## src/rtl/core/ghpt_pkg.sv

```systemverilog
// Shared types, constants and saturation helpers for the gyro heading PID turn block.
package ghpt_pkg;

   localparam int unsigned ACC_W   = 48;
   localparam int unsigned HEAD_W  = 24;
   localparam int unsigned GOAL_W  = 26;
   localparam int unsigned PROD_W  = 64;
   localparam int unsigned MULB_W  = 16;
   localparam int unsigned DIVD_W  = 10;

   localparam logic [3:0] MUL_LAST = 4'd15;
   localparam logic [5:0] DIV_LAST = 6'd47;

   localparam logic [DIVD_W-1:0] MILLI = 10'd1000;

   localparam logic signed [HEAD_W-1:0] H_MAX = {1'b0, {(HEAD_W-1){1'b1}}};
   localparam logic signed [HEAD_W-1:0] H_MIN = {1'b1, {(HEAD_W-1){1'b0}}};
   localparam logic signed [ACC_W-1:0]  A_MAX = {1'b0, {(ACC_W-1){1'b1}}};
   localparam logic signed [ACC_W-1:0]  A_MIN = {1'b1, {(ACC_W-1){1'b0}}};

   localparam logic signed [1:0] DIR_FWD  = 2'sb01;
   localparam logic signed [1:0] DIR_REV  = 2'sb11;
   localparam logic signed [1:0] DIR_STOP = 2'sb00;

   localparam logic REQ_START = 1'b0;
   localparam logic REQ_TICK  = 1'b1;

   typedef enum logic [2:0] {
      CSR_KP       = 3'd0,
      CSR_KI       = 3'd1,
      CSR_KD       = 3'd2,
      CSR_PERIOD   = 3'd3,
      CSR_DEADBAND = 3'd4,
      CSR_MINSPD   = 3'd5,
      CSR_LIMIT    = 3'd6,
      CSR_BAND     = 3'd7
   } csr_idx_type;

   typedef enum logic [11:0] {
      S_IDLE = 12'b0000_0000_0001,
      S_ERR  = 12'b0000_0000_0010,
      S_MINT = 12'b0000_0000_0100,
      S_DDIV = 12'b0000_0000_1000,
      S_IDIV = 12'b0000_0001_0000,
      S_MKP  = 12'b0000_0010_0000,
      S_MKI  = 12'b0000_0100_0000,
      S_MKD  = 12'b0000_1000_0000,
      S_GYRO = 12'b0001_0000_0000,
      S_MGY  = 12'b0010_0000_0000,
      S_HDIV = 12'b0100_0000_0000,
      S_OUT  = 12'b1000_0000_0000
   } state_type;

   typedef struct packed {
      logic go;
      logic done;
   } unit_ctl_type;

   // Clamp a 27-bit signed value into 24 bits.
   function automatic logic signed [HEAD_W-1:0] sat24(input logic signed [26:0] v);
      logic hi_same;
      hi_same = (v[26:23] == 4'b0000) || (v[26:23] == 4'b1111);
      if (hi_same) return v[23:0];
      return v[26] ? H_MIN : H_MAX;
   endfunction

   // Clamp a 49-bit signed value into 48 bits.
   function automatic logic signed [ACC_W-1:0] sat48(input logic signed [ACC_W:0] v);
      if (v[ACC_W] == v[ACC_W-1]) return v[ACC_W-1:0];
      return v[ACC_W] ? A_MIN : A_MAX;
   endfunction

endpackage

```

## src/rtl/core/ghpt_ifs.sv

```systemverilog
// Channel interfaces: request, response and register write.
interface ghpt_req_if import ghpt_pkg::*; ();
   logic               valid;
   logic               ready;
   logic               req_type;
   logic signed [12:0] turn_target;
   logic [9:0]         elapsed_ms;
   logic               gyro_valid;
   logic signed [15:0] gyro_rate;
   modport source (output valid, req_type, turn_target, elapsed_ms, gyro_valid, gyro_rate,
                   input ready);
   modport sink   (input valid, req_type, turn_target, elapsed_ms, gyro_valid, gyro_rate,
                   output ready);
endinterface

interface ghpt_rsp_if import ghpt_pkg::*; ();
   logic               valid;
   logic               ready;
   logic signed [1:0]  dir_a;
   logic signed [1:0]  dir_b;
   logic [7:0]         drive_speed;
   logic               turn_active;
   logic               turn_done;
   logic signed [HEAD_W-1:0] heading;
   modport source (output valid, dir_a, dir_b, drive_speed, turn_active, turn_done, heading,
                   input ready);
   modport sink   (input valid, dir_a, dir_b, drive_speed, turn_active, turn_done, heading,
                   output ready);
endinterface

interface ghpt_csr_if import ghpt_pkg::*; ();
   logic        valid;
   logic        ready;
   logic [2:0]  addr;
   logic [15:0] data;
   modport source (output valid, addr, data, input ready);
   modport sink   (input valid, addr, data, output ready);
endinterface

```

## src/rtl/core/ghpt_smul.sv

```systemverilog
// Bit-serial shift-and-add multiplier: signed 48-bit by unsigned 16-bit.
module ghpt_smul import ghpt_pkg::*; (
   input  logic                     clock,
   input  logic                     reset,
   input  unit_ctl_type             ctl_i,
   input  logic signed [ACC_W-1:0]  op_a,
   input  logic [MULB_W-1:0]        op_b,
   output logic                     done,
   output logic signed [PROD_W-1:0] product
);
   logic signed [PROD_W-1:0] mcand_ff, mcand_in, acc_ff, acc_in;
   logic [MULB_W-1:0]        mplier_ff, mplier_in;
   logic [3:0]               cnt_ff, cnt_in;
   logic                     busy_ff, busy_in, done_ff, done_in;

   always_comb begin
      mcand_in  = mcand_ff;
      acc_in    = acc_ff;
      mplier_in = mplier_ff;
      cnt_in    = cnt_ff;
      busy_in   = busy_ff;
      done_in   = 1'b0;
      if (ctl_i.go) begin
         mcand_in  = {{(PROD_W-ACC_W){op_a[ACC_W-1]}}, op_a};
         mplier_in = op_b;
         acc_in    = '0;
         cnt_in    = '0;
         busy_in   = 1'b1;
      end else if (busy_ff) begin
         // one multiplier bit per cycle
         if (mplier_ff[0]) acc_in = acc_ff + mcand_ff;
         mcand_in  = mcand_ff <<< 1;
         mplier_in = mplier_ff >> 1;
         cnt_in    = cnt_ff + 4'd1;
         if (cnt_ff == MUL_LAST) begin
            busy_in = 1'b0;
            done_in = 1'b1;
         end
      end
   end

   always_ff @(posedge clock) begin
      mcand_ff  <= mcand_in;
      acc_ff    <= acc_in;
      mplier_ff <= mplier_in;
      if (reset) begin
         cnt_ff  <= '0;
         busy_ff <= 1'b0;
         done_ff <= 1'b0;
      end else begin
         cnt_ff  <= cnt_in;
         busy_ff <= busy_in;
         done_ff <= done_in;
      end
   end

   assign done    = done_ff;
   assign product = acc_ff;
endmodule

```

## src/rtl/core/ghpt_sdiv.sv

```systemverilog
// Bit-serial restoring divider: unsigned 48-bit by unsigned 10-bit.
module ghpt_sdiv import ghpt_pkg::*; (
   input  logic              clock,
   input  logic              reset,
   input  unit_ctl_type      ctl_i,
   input  logic [ACC_W-1:0]  dividend,
   input  logic [DIVD_W-1:0] divisor,
   output logic              done,
   output logic [ACC_W-1:0]  quotient
);
   logic [ACC_W-1:0]  num_ff, num_in;
   logic [DIVD_W-1:0] den_ff, den_in, rem_ff, rem_in;
   logic [DIVD_W:0]   trial;
   logic              fits;
   logic [5:0]        cnt_ff, cnt_in;
   logic              busy_ff, busy_in, done_ff, done_in;

   assign trial = {rem_ff, num_ff[ACC_W-1]};
   assign fits  = trial >= {1'b0, den_ff};

   always_comb begin
      num_in  = num_ff;
      den_in  = den_ff;
      rem_in  = rem_ff;
      cnt_in  = cnt_ff;
      busy_in = busy_ff;
      done_in = 1'b0;
      if (ctl_i.go) begin
         num_in  = dividend;
         den_in  = divisor;
         rem_in  = '0;
         cnt_in  = '0;
         busy_in = 1'b1;
      end else if (busy_ff) begin
         // shift in one dividend bit, shift out one quotient bit
         if (fits) rem_in = DIVD_W'(trial - {1'b0, den_ff});
         else      rem_in = trial[DIVD_W-1:0];
         num_in = {num_ff[ACC_W-2:0], fits};
         cnt_in = cnt_ff + 6'd1;
         if (cnt_ff == DIV_LAST) begin
            busy_in = 1'b0;
            done_in = 1'b1;
         end
      end
   end

   always_ff @(posedge clock) begin
      num_ff <= num_in;
      den_ff <= den_in;
      rem_ff <= rem_in;
      if (reset) begin
         cnt_ff  <= '0;
         busy_ff <= 1'b0;
         done_ff <= 1'b0;
      end else begin
         cnt_ff  <= cnt_in;
         busy_ff <= busy_in;
         done_ff <= done_in;
      end
   end

   assign done     = done_ff;
   assign quotient = num_ff;
endmodule

```

## src/rtl/core/gyro_heading_pid_turn.sv

```systemverilog
// Top level: gyro heading integration and PID turn controller.
//
//  channel  | dir | handshake       | word
//  ---------+-----+-----------------+------------------------------------------------
//  req_ch   | in  | valid / ready   | req_type, turn_target, elapsed_ms, gyro_valid, rate
//  rsp_ch   | out | valid / ready   | dir_a, dir_b, drive_speed, turn_active, done, heading
//  csr_ch   | in  | valid / ready=1 | addr (register index), data
//
// One word is in work at a time. A start word goes straight to the output step. A tick
// with no turn running and no gyro integration passes only the gyro check, and a
// turning tick with a gyro update takes longest: the shared bit-serial multiplier (four
// products, five with a gyro update) and the bit-serial divider (up to three quotients)
// set its length.
// Reset is synchronous; it restores the register defaults and clears the heading,
// the turn and the integral. A waiting response does not block the next request:
// the block stalls only in its last step until the response register is free.
module gyro_heading_pid_turn import ghpt_pkg::*; (
   input logic        clock,
   input logic        reset,
   ghpt_req_if.sink   req_ch,
   ghpt_rsp_if.source rsp_ch,
   ghpt_csr_if.sink   csr_ch
);
   // configuration
   logic [15:0] kp_ff, ki_ff, kd_ff;
   logic [9:0]  period_ff;
   logic [11:0] deadband_ff, band_ff;
   logic [7:0]  minspd_ff, limit_ff;

   state_type state_ff, state_in;

   logic signed [ACC_W-1:0]  acc_ff, acc_in, integ_ff, integ_in;
   logic signed [HEAD_W-1:0] heading_ff, heading_in, prev_ff, prev_in, err_ff, err_in;
   logic signed [GOAL_W-1:0] goal_ff, goal_in;
   logic                     neg_ff, neg_in, turning_ff, turning_in;
   logic [15:0]              ms_ff, ms_in;

   // latched request word
   logic [9:0]         el_ff, el_in;
   logic               gv_ff, gv_in;
   logic signed [15:0] rate_ff, rate_in;

   logic signed [ACC_W-1:0]  deriv_ff, deriv_in, quo_ff, quo_in;
   logic signed [PROD_W-1:0] sum_ff, sum_in;
   logic                     qneg_ff, qneg_in;

   logic signed [1:0] dira_ff, dira_in, dirb_ff, dirb_in;
   logic [7:0]        speed_ff, speed_in;
   logic              done_ff, done_in;

   logic                     rsp_valid_ff, rsp_valid_in;
   logic signed [1:0]        rsp_dira_ff, rsp_dira_in, rsp_dirb_ff, rsp_dirb_in;
   logic [7:0]               rsp_speed_ff, rsp_speed_in;
   logic                     rsp_act_ff, rsp_act_in, rsp_done_ff, rsp_done_in;
   logic signed [HEAD_W-1:0] rsp_head_ff, rsp_head_in;

   // shared arithmetic units
   unit_ctl_type             mul_ctl, div_ctl;
   logic                     mul_go_ff, mul_go_in, div_go_ff, div_go_in;
   logic signed [ACC_W-1:0]  mul_a_ff, mul_a_in;
   logic [MULB_W-1:0]        mul_b_ff, mul_b_in;
   logic [ACC_W-1:0]         div_n_ff, div_n_in;
   logic [DIVD_W-1:0]        div_d_ff, div_d_in;
   logic                     mul_done, div_done;
   logic signed [PROD_W-1:0] product;
   logic [ACC_W-1:0]         quotient;

   assign mul_ctl = '{go: mul_go_ff, done: 1'b0};
   assign div_ctl = '{go: div_go_ff, done: 1'b0};

   ghpt_smul u_mul (
      .clock   (clock),
      .reset   (reset),
      .ctl_i   (mul_ctl),
      .op_a    (mul_a_ff),
      .op_b    (mul_b_ff),
      .done    (mul_done),
      .product (product)
   );

   ghpt_sdiv u_div (
      .clock    (clock),
      .reset    (reset),
      .ctl_i    (div_ctl),
      .dividend (div_n_ff),
      .divisor  (div_d_ff),
      .done     (div_done),
      .quotient (quotient)
   );

   // handshakes
   logic req_take, rsp_free;
   assign req_ch.ready = (state_ff == S_IDLE);
   assign req_take     = req_ch.valid && req_ch.ready;
   assign rsp_free     = !rsp_valid_ff || rsp_ch.ready;
   assign csr_ch.ready = 1'b1;

   // start: goal = heading*sign + |target|
   logic               tneg;
   logic signed [13:0] t14, tabs;
   logic signed [24:0] h25, hstart, hsgn;
   logic signed [GOAL_W-1:0] goal_start;
   assign tneg       = req_ch.turn_target[12];
   assign t14        = {req_ch.turn_target[12], req_ch.turn_target};
   assign tabs       = tneg ? -t14 : t14;
   assign h25        = {heading_ff[HEAD_W-1], heading_ff};
   assign hstart     = tneg ? -h25 : h25;
   assign goal_start = {hstart[24], hstart} + {12'b0, tabs};

   // error = goal - heading*sign, clamped
   logic signed [26:0] err27;
   assign hsgn  = neg_ff ? -h25 : h25;
   assign err27 = {goal_ff[GOAL_W-1], goal_ff} - {{2{hsgn[24]}}, hsgn};

   // integral update
   logic signed [ACC_W:0] integ_sum;
   assign integ_sum = {integ_ff[ACC_W-1], integ_ff} + product[ACC_W:0];

   // (error - previous) * 1000 as 1024 - 16 - 8
   logic signed [24:0] diff25;
   logic signed [35:0] dx, d1000, dabs;
   assign diff25 = {err_ff[HEAD_W-1], err_ff} - {prev_ff[HEAD_W-1], prev_ff};
   assign dx     = {{11{diff25[24]}}, diff25};
   assign d1000  = (dx <<< 10) - (dx <<< 4) - (dx <<< 3);
   assign dabs   = d1000[35] ? -d1000 : d1000;

   logic [ACC_W-1:0] integ_abs;
   assign integ_abs = integ_ff[ACC_W-1] ? ACC_W'(-integ_ff) : integ_ff;

   logic signed [ACC_W-1:0] quo_signed;
   assign quo_signed = qneg_ff ? -$signed(quotient) : $signed(quotient);

   // final PID sum and drive
   logic signed [PROD_W-1:0] sum_fin, sum_abs;
   logic [55:0]              mag56;
   logic [7:0]               mag8, spd8;
   logic                     dir_pos;
   logic [24:0]              err_abs;
   logic                     reached;
   assign sum_fin = sum_ff + product;
   assign sum_abs = sum_fin[PROD_W-1] ? -sum_fin : sum_fin;
   assign mag56   = sum_abs[PROD_W-1:8];
   assign mag8    = (mag56 > {48'b0, limit_ff}) ? limit_ff : mag56[7:0];
   assign spd8    = (mag8 > minspd_ff) ? mag8 : minspd_ff;
   assign dir_pos = ((sum_fin > 0) != neg_ff);
   assign err_abs = err_ff[HEAD_W-1] ? 25'(-{err_ff[HEAD_W-1], err_ff})
                                     : 25'({err_ff[HEAD_W-1], err_ff});
   assign reached = err_abs < {13'b0, band_ff};

   // gyro step
   logic [16:0] ms17, rate_abs;
   logic [15:0] ms_new;
   logic        gy_pass, gy_big;
   assign ms17     = {1'b0, ms_ff} + {7'b0, el_ff};
   assign ms_new   = ms17[16] ? 16'hFFFF : ms17[15:0];
   assign gy_pass  = gv_ff && (ms_new >= {6'b0, period_ff});
   assign rate_abs = rate_ff[15] ? 17'(-{rate_ff[15], rate_ff}) : 17'({rate_ff[15], rate_ff});
   assign gy_big   = rate_abs > {5'b0, deadband_ff};

   logic signed [ACC_W:0]   acc_sum;
   logic signed [ACC_W-1:0] acc_new;
   logic [ACC_W-1:0]        acc_abs;
   assign acc_sum = {acc_ff[ACC_W-1], acc_ff} + product[ACC_W:0];
   assign acc_new = sat48(acc_sum);
   assign acc_abs = acc_new[ACC_W-1] ? ACC_W'(-acc_new) : acc_new;

   // heading = acc / 1000, clamped
   logic signed [ACC_W-1:0] qneg_val;
   logic signed [HEAD_W-1:0] head_sat;
   assign qneg_val = -$signed(quotient);
   always_comb begin
      if (qneg_ff) begin
         if (quotient > {{(ACC_W-HEAD_W){1'b0}}, 1'b1, {(HEAD_W-1){1'b0}}}) head_sat = H_MIN;
         else head_sat = qneg_val[HEAD_W-1:0];
      end else begin
         if (quotient > {{(ACC_W-HEAD_W+1){1'b0}}, {(HEAD_W-1){1'b1}}}) head_sat = H_MAX;
         else head_sat = quotient[HEAD_W-1:0];
      end
   end

   always_comb begin
      state_in   = state_ff;
      acc_in     = acc_ff;
      integ_in   = integ_ff;
      heading_in = heading_ff;
      prev_in    = prev_ff;
      err_in     = err_ff;
      goal_in    = goal_ff;
      neg_in     = neg_ff;
      turning_in = turning_ff;
      ms_in      = ms_ff;
      el_in      = el_ff;
      gv_in      = gv_ff;
      rate_in    = rate_ff;
      deriv_in   = deriv_ff;
      quo_in     = quo_ff;
      sum_in     = sum_ff;
      qneg_in    = qneg_ff;
      dira_in    = dira_ff;
      dirb_in    = dirb_ff;
      speed_in   = speed_ff;
      done_in    = done_ff;
      mul_go_in  = 1'b0;
      div_go_in  = 1'b0;
      mul_a_in   = mul_a_ff;
      mul_b_in   = mul_b_ff;
      div_n_in   = div_n_ff;
      div_d_in   = div_d_ff;
      rsp_valid_in = rsp_valid_ff && !rsp_ch.ready;
      rsp_dira_in  = rsp_dira_ff;
      rsp_dirb_in  = rsp_dirb_ff;
      rsp_speed_in = rsp_speed_ff;
      rsp_act_in   = rsp_act_ff;
      rsp_done_in  = rsp_done_ff;
      rsp_head_in  = rsp_head_ff;

      case (state_ff)
         S_IDLE: begin
            if (req_take) begin
               el_in    = req_ch.elapsed_ms;
               gv_in    = req_ch.gyro_valid;
               rate_in  = req_ch.gyro_rate;
               dira_in  = DIR_STOP;
               dirb_in  = DIR_STOP;
               speed_in = '0;
               done_in  = 1'b0;
               if (req_ch.req_type == REQ_START) begin
                  // latch the turn, clear the controller history
                  goal_in    = goal_start;
                  neg_in     = tneg;
                  integ_in   = '0;
                  prev_in    = '0;
                  turning_in = 1'b1;
                  state_in   = S_OUT;
               end else if (turning_ff) begin
                  state_in = S_ERR;
               end else begin
                  state_in = S_GYRO;
               end
            end
         end
         S_ERR: begin
            err_in    = sat24(err27);
            mul_a_in  = ACC_W'(sat24(err27));
            mul_b_in  = {6'b0, el_ff};
            mul_go_in = 1'b1;
            state_in  = S_MINT;
         end
         S_MINT: begin
            if (mul_done) begin
               integ_in  = sat48(integ_sum);
               div_n_in  = {12'b0, dabs};
               div_d_in  = el_ff;
               qneg_in   = d1000[35];
               div_go_in = 1'b1;
               state_in  = S_DDIV;
            end
         end
         S_DDIV: begin
            if (div_done) begin
               // no derivative when no time has passed
               deriv_in  = (el_ff == '0) ? '0 : quo_signed;
               div_n_in  = integ_abs;
               div_d_in  = MILLI;
               qneg_in   = integ_ff[ACC_W-1];
               div_go_in = 1'b1;
               state_in  = S_IDIV;
            end
         end
         S_IDIV: begin
            if (div_done) begin
               quo_in    = quo_signed;
               mul_a_in  = ACC_W'(err_ff);
               mul_b_in  = kp_ff;
               mul_go_in = 1'b1;
               state_in  = S_MKP;
            end
         end
         S_MKP: begin
            if (mul_done) begin
               sum_in    = product;
               mul_a_in  = quo_ff;
               mul_b_in  = ki_ff;
               mul_go_in = 1'b1;
               state_in  = S_MKI;
            end
         end
         S_MKI: begin
            if (mul_done) begin
               sum_in    = sum_ff + product;
               mul_a_in  = deriv_ff;
               mul_b_in  = kd_ff;
               mul_go_in = 1'b1;
               state_in  = S_MKD;
            end
         end
         S_MKD: begin
            if (mul_done) begin
               prev_in = err_ff;
               if (reached) begin
                  // target reached: stop both motors and end the turn
                  dira_in    = DIR_STOP;
                  dirb_in    = DIR_STOP;
                  speed_in   = '0;
                  done_in    = 1'b1;
                  turning_in = 1'b0;
               end else begin
                  dira_in  = dir_pos ? DIR_REV : DIR_FWD;
                  dirb_in  = dir_pos ? DIR_FWD : DIR_REV;
                  speed_in = spd8;
               end
               state_in = S_GYRO;
            end
         end
         S_GYRO: begin
            ms_in    = ms_new;
            state_in = S_OUT;
            if (gy_pass) begin
               ms_in = '0;
               if (gy_big) begin
                  mul_a_in  = ACC_W'(rate_ff);
                  mul_b_in  = ms_new;
                  mul_go_in = 1'b1;
                  state_in  = S_MGY;
               end
            end
         end
         S_MGY: begin
            if (mul_done) begin
               acc_in    = acc_new;
               div_n_in  = acc_abs;
               div_d_in  = MILLI;
               qneg_in   = acc_new[ACC_W-1];
               div_go_in = 1'b1;
               state_in  = S_HDIV;
            end
         end
         S_HDIV: begin
            if (div_done) begin
               heading_in = head_sat;
               state_in   = S_OUT;
            end
         end
         S_OUT: begin
            // hold until the response register is free
            if (rsp_free) begin
               rsp_valid_in = 1'b1;
               rsp_dira_in  = dira_ff;
               rsp_dirb_in  = dirb_ff;
               rsp_speed_in = speed_ff;
               rsp_act_in   = turning_ff;
               rsp_done_in  = done_ff;
               rsp_head_in  = heading_ff;
               state_in     = S_IDLE;
            end
         end
         default: state_in = S_IDLE;
      endcase
   end

   always_ff @(posedge clock) begin
      el_ff    <= el_in;
      gv_ff    <= gv_in;
      rate_ff  <= rate_in;
      err_ff   <= err_in;
      deriv_ff <= deriv_in;
      quo_ff   <= quo_in;
      sum_ff   <= sum_in;
      qneg_ff  <= qneg_in;
      dira_ff  <= dira_in;
      dirb_ff  <= dirb_in;
      speed_ff <= speed_in;
      done_ff  <= done_in;
      mul_a_ff <= mul_a_in;
      mul_b_ff <= mul_b_in;
      div_n_ff <= div_n_in;
      div_d_ff <= div_d_in;
      rsp_dira_ff  <= rsp_dira_in;
      rsp_dirb_ff  <= rsp_dirb_in;
      rsp_speed_ff <= rsp_speed_in;
      rsp_act_ff   <= rsp_act_in;
      rsp_done_ff  <= rsp_done_in;
      rsp_head_ff  <= rsp_head_in;
      if (reset) begin
         state_ff     <= S_IDLE;
         acc_ff       <= '0;
         integ_ff     <= '0;
         heading_ff   <= '0;
         prev_ff      <= '0;
         goal_ff      <= '0;
         neg_ff       <= 1'b0;
         turning_ff   <= 1'b0;
         ms_ff        <= '0;
         mul_go_ff    <= 1'b0;
         div_go_ff    <= 1'b0;
         rsp_valid_ff <= 1'b0;
      end else begin
         state_ff     <= state_in;
         acc_ff       <= acc_in;
         integ_ff     <= integ_in;
         heading_ff   <= heading_in;
         prev_ff      <= prev_in;
         goal_ff      <= goal_in;
         neg_ff       <= neg_in;
         turning_ff   <= turning_in;
         ms_ff        <= ms_in;
         mul_go_ff    <= mul_go_in;
         div_go_ff    <= div_go_in;
         rsp_valid_ff <= rsp_valid_in;
      end
   end

   // register writes
   always_ff @(posedge clock) begin
      if (reset) begin
         kp_ff       <= 16'd256;
         ki_ff       <= 16'd0;
         kd_ff       <= 16'd0;
         period_ff   <= 10'd10;
         deadband_ff <= 12'd16;
         minspd_ff   <= 8'd30;
         limit_ff    <= 8'd100;
         band_ff     <= 12'd48;
      end else if (csr_ch.valid && csr_ch.ready) begin
         case (csr_idx_type'(csr_ch.addr))
            CSR_KP:       kp_ff       <= csr_ch.data;
            CSR_KI:       ki_ff       <= csr_ch.data;
            CSR_KD:       kd_ff       <= csr_ch.data;
            CSR_PERIOD:   period_ff   <= csr_ch.data[9:0];
            CSR_DEADBAND: deadband_ff <= csr_ch.data[11:0];
            CSR_MINSPD:   minspd_ff   <= csr_ch.data[7:0];
            CSR_LIMIT:    limit_ff    <= csr_ch.data[7:0];
            CSR_BAND:     band_ff     <= csr_ch.data[11:0];
            default:      ;
         endcase
      end
   end

   assign rsp_ch.valid       = rsp_valid_ff;
   assign rsp_ch.dir_a       = rsp_dira_ff;
   assign rsp_ch.dir_b       = rsp_dirb_ff;
   assign rsp_ch.drive_speed = rsp_speed_ff;
   assign rsp_ch.turn_active = rsp_act_ff;
   assign rsp_ch.turn_done   = rsp_done_ff;
   assign rsp_ch.heading     = rsp_head_ff;
endmodule
```

## src/flat_wrapper.sv

```systemverilog
// flat-port wrapper written by rule: the top's interface ports become plain ports
module gyro_heading_pid_turn_flat import ghpt_pkg::*;
  (clock, reset, req_ch_valid, req_ch_req_type, req_ch_turn_target, req_ch_elapsed_ms, req_ch_gyro_valid, req_ch_gyro_rate, req_ch_ready, rsp_ch_valid, rsp_ch_dir_a, rsp_ch_dir_b, rsp_ch_drive_speed, rsp_ch_turn_active, rsp_ch_turn_done, rsp_ch_heading, rsp_ch_ready, csr_ch_valid, csr_ch_addr, csr_ch_data, csr_ch_ready);
  ghpt_req_if req_ch_i ();
  ghpt_rsp_if rsp_ch_i ();
  ghpt_csr_if csr_ch_i ();
  input logic clock;
  input logic reset;
  input wire logic [$bits(req_ch_i.valid)-1:0] req_ch_valid;
  input wire logic [$bits(req_ch_i.req_type)-1:0] req_ch_req_type;
  input wire logic [$bits(req_ch_i.turn_target)-1:0] req_ch_turn_target;
  input wire logic [$bits(req_ch_i.elapsed_ms)-1:0] req_ch_elapsed_ms;
  input wire logic [$bits(req_ch_i.gyro_valid)-1:0] req_ch_gyro_valid;
  input wire logic [$bits(req_ch_i.gyro_rate)-1:0] req_ch_gyro_rate;
  output wire logic [$bits(req_ch_i.ready)-1:0] req_ch_ready;
  output wire logic [$bits(rsp_ch_i.valid)-1:0] rsp_ch_valid;
  output wire logic [$bits(rsp_ch_i.dir_a)-1:0] rsp_ch_dir_a;
  output wire logic [$bits(rsp_ch_i.dir_b)-1:0] rsp_ch_dir_b;
  output wire logic [$bits(rsp_ch_i.drive_speed)-1:0] rsp_ch_drive_speed;
  output wire logic [$bits(rsp_ch_i.turn_active)-1:0] rsp_ch_turn_active;
  output wire logic [$bits(rsp_ch_i.turn_done)-1:0] rsp_ch_turn_done;
  output wire logic [$bits(rsp_ch_i.heading)-1:0] rsp_ch_heading;
  input wire logic [$bits(rsp_ch_i.ready)-1:0] rsp_ch_ready;
  input wire logic [$bits(csr_ch_i.valid)-1:0] csr_ch_valid;
  input wire logic [$bits(csr_ch_i.addr)-1:0] csr_ch_addr;
  input wire logic [$bits(csr_ch_i.data)-1:0] csr_ch_data;
  output wire logic [$bits(csr_ch_i.ready)-1:0] csr_ch_ready;
  assign req_ch_i.valid = req_ch_valid;
  assign req_ch_i.req_type = req_ch_req_type;
  assign req_ch_i.turn_target = req_ch_turn_target;
  assign req_ch_i.elapsed_ms = req_ch_elapsed_ms;
  assign req_ch_i.gyro_valid = req_ch_gyro_valid;
  assign req_ch_i.gyro_rate = req_ch_gyro_rate;
  assign req_ch_ready = req_ch_i.ready;
  assign rsp_ch_valid = rsp_ch_i.valid;
  assign rsp_ch_dir_a = rsp_ch_i.dir_a;
  assign rsp_ch_dir_b = rsp_ch_i.dir_b;
  assign rsp_ch_drive_speed = rsp_ch_i.drive_speed;
  assign rsp_ch_turn_active = rsp_ch_i.turn_active;
  assign rsp_ch_turn_done = rsp_ch_i.turn_done;
  assign rsp_ch_heading = rsp_ch_i.heading;
  assign rsp_ch_i.ready = rsp_ch_ready;
  assign csr_ch_i.valid = csr_ch_valid;
  assign csr_ch_i.addr = csr_ch_addr;
  assign csr_ch_i.data = csr_ch_data;
  assign csr_ch_ready = csr_ch_i.ready;
  gyro_heading_pid_turn u_core (.clock(clock), .reset(reset), .req_ch(req_ch_i), .rsp_ch(rsp_ch_i), .csr_ch(csr_ch_i));
endmodule
```

## config.mk

```make
export PLATFORM = sky130hd
export DESIGN_NAME = gyro_heading_pid_turn_flat
export DESIGN_NICKNAME = d
export VERILOG_FILES = /design/src/rtl/core/ghpt_pkg.sv /design/src/rtl/core/ghpt_ifs.sv /design/src/rtl/core/ghpt_smul.sv /design/src/rtl/core/ghpt_sdiv.sv /design/src/rtl/core/gyro_heading_pid_turn.sv /design/src/flat_wrapper.sv
export SDC_FILE = /design/constraint.sdc
export NUM_CORES = 2
export LEC_CHECK = 0
export BUFFER_PORTS_ARGS = -buffer_cell sky130_fd_sc_hd__buf_2
export CAP_MARGIN = 0
export CORE_MARGIN = 2
export CORE_UTILIZATION = 55
export CTS_CLUSTER_DIAMETER = 50
export DETAILED_ROUTE_END_ITERATION = 10
export GPL_TIMING_DRIVEN = 0
export PLACE_DENSITY_LB_ADDON = 0.15
export SYNTH_ARGS = -nofsm -noshare
export SYNTH_HDL_FRONTEND = slang
export SYNTH_HIERARCHICAL = 1
export SYNTH_SLANG_ARGS = --single-unit
```

## constraint.sdc

```tcl
create_clock -name clock -period 9.9 [get_ports clock]
set_input_delay 0.495 -clock clock [delete_from_list [all_inputs] [get_ports clock]]
set_output_delay 0.495 -clock clock [all_outputs]
set_load 0.005 [all_outputs]
```

After elaboration in Yosys (flattened, before gate mapping)
Index checks and enable logic that the tools add are counted.

storage, ports and cells
  bits in registers = 912
  bits of input ports = 65
  output and inout port bits = 41
  logic and storage cells = 302

cells by class
  add/sub/neg operators = 22
  order comparisons = 9
  equal/unequal tests = 39
  multiplexer cells = 127
  bitwise gates (word level) = 3
  reductions and logical operators = 48

operator list
  kind                    number
  $mux W48                22
  $mux W64                5
  $pmux W48 S5            1
  $mux W24                9
  $mux W12                13
  $mux W16                9
  $neg A48 Y48            3
  $pmux W12 S12           1
  $pmux W48 S3            1
  $add A64 B64 Y64        2
  $pmux W64 S2            1
  $add A49 B49 Y49        2
  $pmux W48 S2            1
  $pmux W16 S5            1
  $mux W25                3
  $gt A64 B1 Y1 const B   1
  $neg A64 Y64            1
  $gt A56 B8 Y1           1
  $gt A48 B23 Y1 const B  1
  $gt A48 B24 Y1 const B  1
  $pmux W24 S2            1
  $mux W10                4
  $mux W8                 5
  $mux W36                1
  other kinds (69)        158

Logic depth before layout (Yosys ltp)
  depth after elaboration = 10
  depth in mapped cells = 40
  gate-level depth less buffers = 36

Hierarchy
The synthesis kept the hierarchy.

by module, submodules not included
  module                 times used  cells an instance  area an instance (um^2)
  gyro_heading_pid_turn  1           5967               50497.2
  ghpt_smul              1           1046               9526.6
  ghpt_sdiv              1           263                3590.9

Worst setup path before layout
No wires, ideal clock.

  path kind = reg2reg
  start = register u_core.el_ff[0]
  end = register u_core.mul_a_ff[0], enable pin
  setup time = 646 ps
  data arrival time = 10225 ps
  data required time = 9254 ps
  path slack = -971 ps
  stages on the path, launching flop included = 31
  clock period less this slack = 10871 ps
  path through = edfxtp_1 -> ha_1 -> inv_1 -> fa_1 -> nor2b_1 -> o21ai_0 -> a21boi_0 -> o21ai_0 -> a21boi_0 -> o21ai_0 -> a21boi_0 -> o21ai_0 -> a21bo_2 -> nand2b_1 -> inv_1 -> ha_1 -> nand2b_1 -> a21o_1 -> a21o_1 -> a21o_1 -> a21o_1 -> a21o_1 -> a21oi_1 -> nor2b_1 -> o21ai_0 -> nand2b_1 -> a21oi_1 -> nand4_1 -> o31ai_1 -> o21a_1 -> nor4_1

on the way
  longest elaborated chain between the ends = 6

RTL lines
  element                             RTL line                      RTL
  from (decl)                         gyro_heading_pid_turn.sv:39   logic [9:0] el_ff, el_in;
  from (signal assigned)              gyro_heading_pid_turn.sv:362  el_ff <= el_in;
  $add A16 B10 Y17                    gyro_heading_pid_turn.sv:154  assign ms17 = {1'b0, ms_ff} + {7'b0, el_ff};
  $mux W16                            gyro_heading_pid_turn.sv:155  assign ms_new = ms17[16] ? 16'hFFFF : ms17[15:0];
  $ge A16 B10 Y1                      gyro_heading_pid_turn.sv:156  assign gy_pass = gv_ff && (ms_new >= {6'b0, period_ff});
  $logic_and A1 B1 Y1                 gyro_heading_pid_turn.sv:156
  $ne A2 B1 Y1 (no source line)       --
  $reduce_and A6 Y1 (no source line)  --
  to (signal assigned)                gyro_heading_pid_turn.sv:374  mul_a_ff <= mul_a_in;
  to (decl)                           gyro_heading_pid_turn.sv:60   logic signed [ACC_W-1:0] mul_a_ff, mul_a_in;

Every way passes these cells.
A chain may end at the register's enable or synchronous reset.

Final worst setup path
  start = register u_core.u_mul.acc_ff[16], in the netlist u_core/u_mul/product[16]
  end = register u_core.div_n_ff[28], data pin

on the way
  longest elaborated chain between the ends = 8

RTL lines
  element                  RTL line                      RTL
  from (decl)              ghpt_smul.sv:11               logic signed [PROD_W-1:0] mcand_ff, mcand_in, acc_ff, acc_in;
  from (signal assigned)   ghpt_smul.sv:44               acc_ff <= acc_in;
  $add A49 B49 Y49 *       gyro_heading_pid_turn.sv:163  assign acc_sum = {acc_ff[ACC_W-1], acc_ff} + product[ACC_W:0];
  $eq A1 B1 Y1             ghpt_pkg.sv:69                if (v[ACC_W] == v[ACC_W-1]) return v[ACC_W-1:0];
  $mux W1                  ghpt_pkg.sv:69
  $mux W48 *               ghpt_pkg.sv:70                return v[ACC_W] ? A_MIN : A_MAX;
  $neg A48 Y48             gyro_heading_pid_turn.sv:165  assign acc_abs = acc_new[ACC_W-1] ? ACC_W'(-acc_new) : acc_new;
  $mux W48 *               gyro_heading_pid_turn.sv:165
  $mux W48 *               gyro_heading_pid_turn.sv:329  if (mul_done) begin
  $pmux W48 S3 *           gyro_heading_pid_turn.sv:217  case (state_ff)
  net u_core.div_n_in[28]  gyro_heading_pid_turn.sv:62   logic [ACC_W-1:0] div_n_ff, div_n_in;
  to (signal assigned)     gyro_heading_pid_turn.sv:376  div_n_ff <= div_n_in;
  to (decl)                gyro_heading_pid_turn.sv:62

Mark *: on every way through the listed nets, which the timed path passes. The rest lies on a longest branch. The select of a mux whose other input is x is not followed.

==> metrics.txt <==
Lkg Pwr=0.0274 uW; WS Path Type=flip-flop to flip-flop; detailed-route wire length=between 200000 and 250000 um; Syn Inst Count=7276; Synth async-reset ratio=0%; R2R depth=32; remaining antenna violation count=0; Worst slew margin=-3.62%; complex-gate fraction of the synthesized area=between 20% and 30%; GR Overflow Total=0; number of cell rows=between 100 and 150; largest net degree at the start of global routing=63; global-route wire length before repair=roughly 340000 um; TritonCTS buffer count=120; clock insertion delay at the later pin of the skew report=about 780 ps; post-route insts no fill=9169; number of remaining DRC errors=0; post-synthesis simple-gate area fraction=a little under a fifth; endpoints failing hold=0; number of synthesized flops with an enable pin=approximately 520; htree depth=3; Vias/cell=approximately 6.5; CP max stage delay=640 ps; clk buf depth=3; reg-to-reg slack, setup=between 300 and 400 ps; Critical R2R Capture=u_core/div_n_ff[28]; critical path startpoint=u_core/u_mul/product[16]; Initial Util=55.6%; Yosys warnings=6; Register Area=roughly 23000 um^2; Syn Area/Cell=between 8 and 9 um^2; worst r2r src=u_core/u_mul/product[16]; Area Overhead vs Synth=11.7%; mux share of post-synthesis cell area=about 2.7%; Yosys cell types=roughly 110; Worst Tran Pin Value=about 1600 ps; XOR/XNOR Fraction of Synth Area=under 10%; critical path's slowest cell=or3b_2; vias post-DR=59200; HP Class=input pin to flip-flop; crit path capture type=flip-flop; core area=~110000 um^2; Clock Pin Slew Worst Setup and Hold Paths=70 ps; placed cell areas=66400 um^2; gpl congestion=just over 1; syn nets=between 7000 and 8000; area used by multi-input combinational logic=37900 um^2; startpoint types=flip-flop; DIE WIDTH=~340 um; Filler cells=approximately 10000; clock skew=about 68 ps; Die H=~340 um; min Tclk post-route=roughly 9600 ps; Avg WL per Cell=25.0 um; outcome=finished, violations left; Seq cells post-synth=between 900 and 1000; top-area cell type share of the netlist area=around a quarter; adder-cell share of the synthesized area=between 8 and 9%; largest family of logic cells by synthesized area=compound AO/OA/AOI/OAI gates; CTS tree=yes; Seq/Total Area, Yosys=36.8%; vias in the first global route=between 50000 and 60000; Fmax=approximately 100 MHz; RSZ-0062 raised after global routing=no; clock sinks=910; # nets final=between 8000 and 9000; final worst path period share=96.6%; failing checks=max-capacitance violations, max-slew violations; Critical Path AT=about 10000 ps; max_cap viols=2; final instance area=about 71000 um^2; most frequent CP cell=a21o_1; Post-Syn Area=approximately 64000 um^2; HPWL Detailed=approximately 180000 um; port bufs=94; Root Buffer=clkbuf_16; setup TNS=0 ps; Critical Path End=u_core/div_n_ff[28]; Max IR drop VDD=roughly 0.17 mV; initial antenna violation count=12; Iter 0 DRT Violations=6837; CP max FO=10; layout cell share with drive strength beyond 1=between 8 and 9%; placed cells=8900; top post-synthesis cells by area=edfxtp_1, dfxtp_1, ha_1; required time worst endpoint=between 10000 and 15000 ps; Top Ports=between 100 and 150; drt pass-1 iters=10; gr usage total=37.7%; final worst slack=around 330 ps; Die ar.=118000 um^2; leading area contributor after synthesis=edfxtp_1; setup violators final=0; Pins Over Slew Limit=22; post-place setup slack=-1380 ps; Top FF cell, synth=edfxtp_1; Power Dens Cells=about 160 nW/um^2
==> worst min-delay path by stage <==
stage	endpoint	cells past startpoint	slack, ps	from
after CTS	u_core/band_ff[10]	3	10	csr_ch_data[10]
after global placement	u_core/rsp_ch.dir_a[0]	0	400	u_core/dirb_ff[0]
after floorplan	u_core/rsp_ch.dir_a[0]	0	400	u_core/dirb_ff[0]
after detailed placement	u_core/rsp_ch.drive_speed[2]	0	400	u_core/speed_ff[2]
final	u_core/kp_ff[9]	3	50	csr_ch_data[9]
after global routing	u_core/band_ff[10]	3	30	csr_ch_data[10]
==> critical path, delay by kind of cell, from the launching register on <==
family                     cells  cell delay (ps)
adders and majority gates      3             1030
DFF                            1              600
and+or+nand+nor                5             1640
xor gates and xnor gates       2              330
buffers and inverters          4             1180
AOI/OAI and AO/OA             18             4450
==> metal layers <==
layer  vias up  track usage [%]  part of all wire [%]  routed length [um]
met3       529             6.32                   8.8               20200
met1     28400             50.3                    41               94100
met4         2             19.3                   5.8               13300
met5         -                0                0.0061                  14
li1      27400                -                     -                   -
met2      2849             59.2                    44              102000
==> flip-flops by register name, indices dropped and copies added, names as in the netlist, 24 cells and up <==
register,flops
u_core/acc_ff,48
u_core/deriv_ff,48
u_core/div_n_ff,48
u_core/err_ff,24
u_core/goal_ff,26
u_core/heading_ff,24
u_core/integ_ff,48
u_core/mul_a_ff,48
u_core/prev_ff,24
u_core/quo_ff,48
u_core/rsp_ch.heading,24
u_core/sum_ff,64
u_core/u_div/quotient,48
u_core/u_mul/mcand_ff,64
u_core/u_mul/product,64
==> placed cells by master (no fill, tap or decap), types with 35 or more instances in the layout <==
cell type    n
or2_2       35
o21a_1      55
buf_2       99
nand2_1    943
inv_1      288
nor4_1      46
o21ai_0    401
mux2_2     115
nand2b_1    70
a31oi_1     80
nand4_1     79
o31ai_1     73
xnor2_1    320
o211ai_1    85
o41a_1      47
xor2_1     188
nor3_1     164
o21bai_1    64
clkbuf_1   345
nor2_1     545
and2_1      45
nor2b_1     56
or3_1       76
and3_1      70
a22oi_1     58
a21o_1     195
edfxtp_1   521
clkbuf_16  122
ha_1       402
a211oi_1    69
dfxtp_1    361
nand3_1    168
a21oi_1    614
==> cells in the mapped netlist, drive strengths merged, types with 25 or more instances <==
| cell | n |
|---|---|
| a211o | 25 |
| a211oi | 77 |
| a21boi | 36 |
| a21o | 197 |
| a21oi | 615 |
| a221o | 32 |
| a222oi | 25 |
| a22oi | 60 |
| a31oi | 80 |
| and2 | 46 |
| and3 | 70 |
| buf | 26 |
| clkbuf | 339 |
| dfxtp | 389 |
| edfxtp | 521 |
| fa | 27 |
| ha | 403 |
| inv | 290 |
| mux2 | 123 |
| mux2i | 33 |
| nand2 | 943 |
| nand2b | 70 |
| nand3 | 170 |
| nand3b | 25 |
| nand4 | 80 |
| nor2 | 547 |
| nor2b | 59 |
| nor3 | 165 |
| nor3b | 33 |
| nor4 | 55 |
| o211ai | 85 |
| o21a | 55 |
| o21ai | 415 |
| o21bai | 65 |
| o22ai | 25 |
| o31ai | 75 |
| o41a | 47 |
| or2 | 40 |
| or3 | 76 |
| or4 | 36 |
| xnor2 | 320 |
| xor2 | 188 |
==> metrics by stage <==
stage                     utilization (%)  power, uW  hold WS [ps]
final                                62.1      11600          49.3
after CTS                            61.9      11500          10.6
after detailed placement             58.0       7060           405
after global placement               57.6       7030           405
after global routing                 62.0      12000          34.0
after floorplan                         -       6090           400
==> cell families (layout without fill, tap and decap cells) <==
family                   Yosys count  in the layout
multiplexers                     156            156
XOR/XNOR                         508            508
other                              2              9
AO/OA/AOI/OAI                   2148           2148
AND/OR/NAND/NOR                 2467           2467
adder cells (fa/ha/maj)          430            430
buffers and inverters            655           1029
flip-flops                       910            910
==> power breakdown <==
| part | switching (uW) | internal [uW] |
|---|---|---|
| Sequential | 197 | 4250 |
| Clock | 1900 | 2580 |
| Combinational | 1790 | 877 |
| Total | 3890 | 7700 |
==> layout make-up <==
class | instances | share of cell area [%]
Buffer | 362 | 1.96
Tap cell | 1512 | 2.66
Sequential cell | 910 | 33.0
Clock inverter | 79 | 1.25
Timing Repair Buffer | 147 | 1.56
Multi-Input combinational cell | 5711 | 53.4
Inverter | 290 | 1.53
Clock buffer | 151 | 4.59
Antenna cell | 7 | 0.0247
==> what timing repair did <==
action                                  CTS  global route
buffers inserted                          0             3
pin swaps                                 0             4
endpoints found under the hold margin    39             0
hold buffers                             31             0
endpoints found under the setup margin   26            24
resized for setup                        29            40
Power figures use the tool's default switching activity.
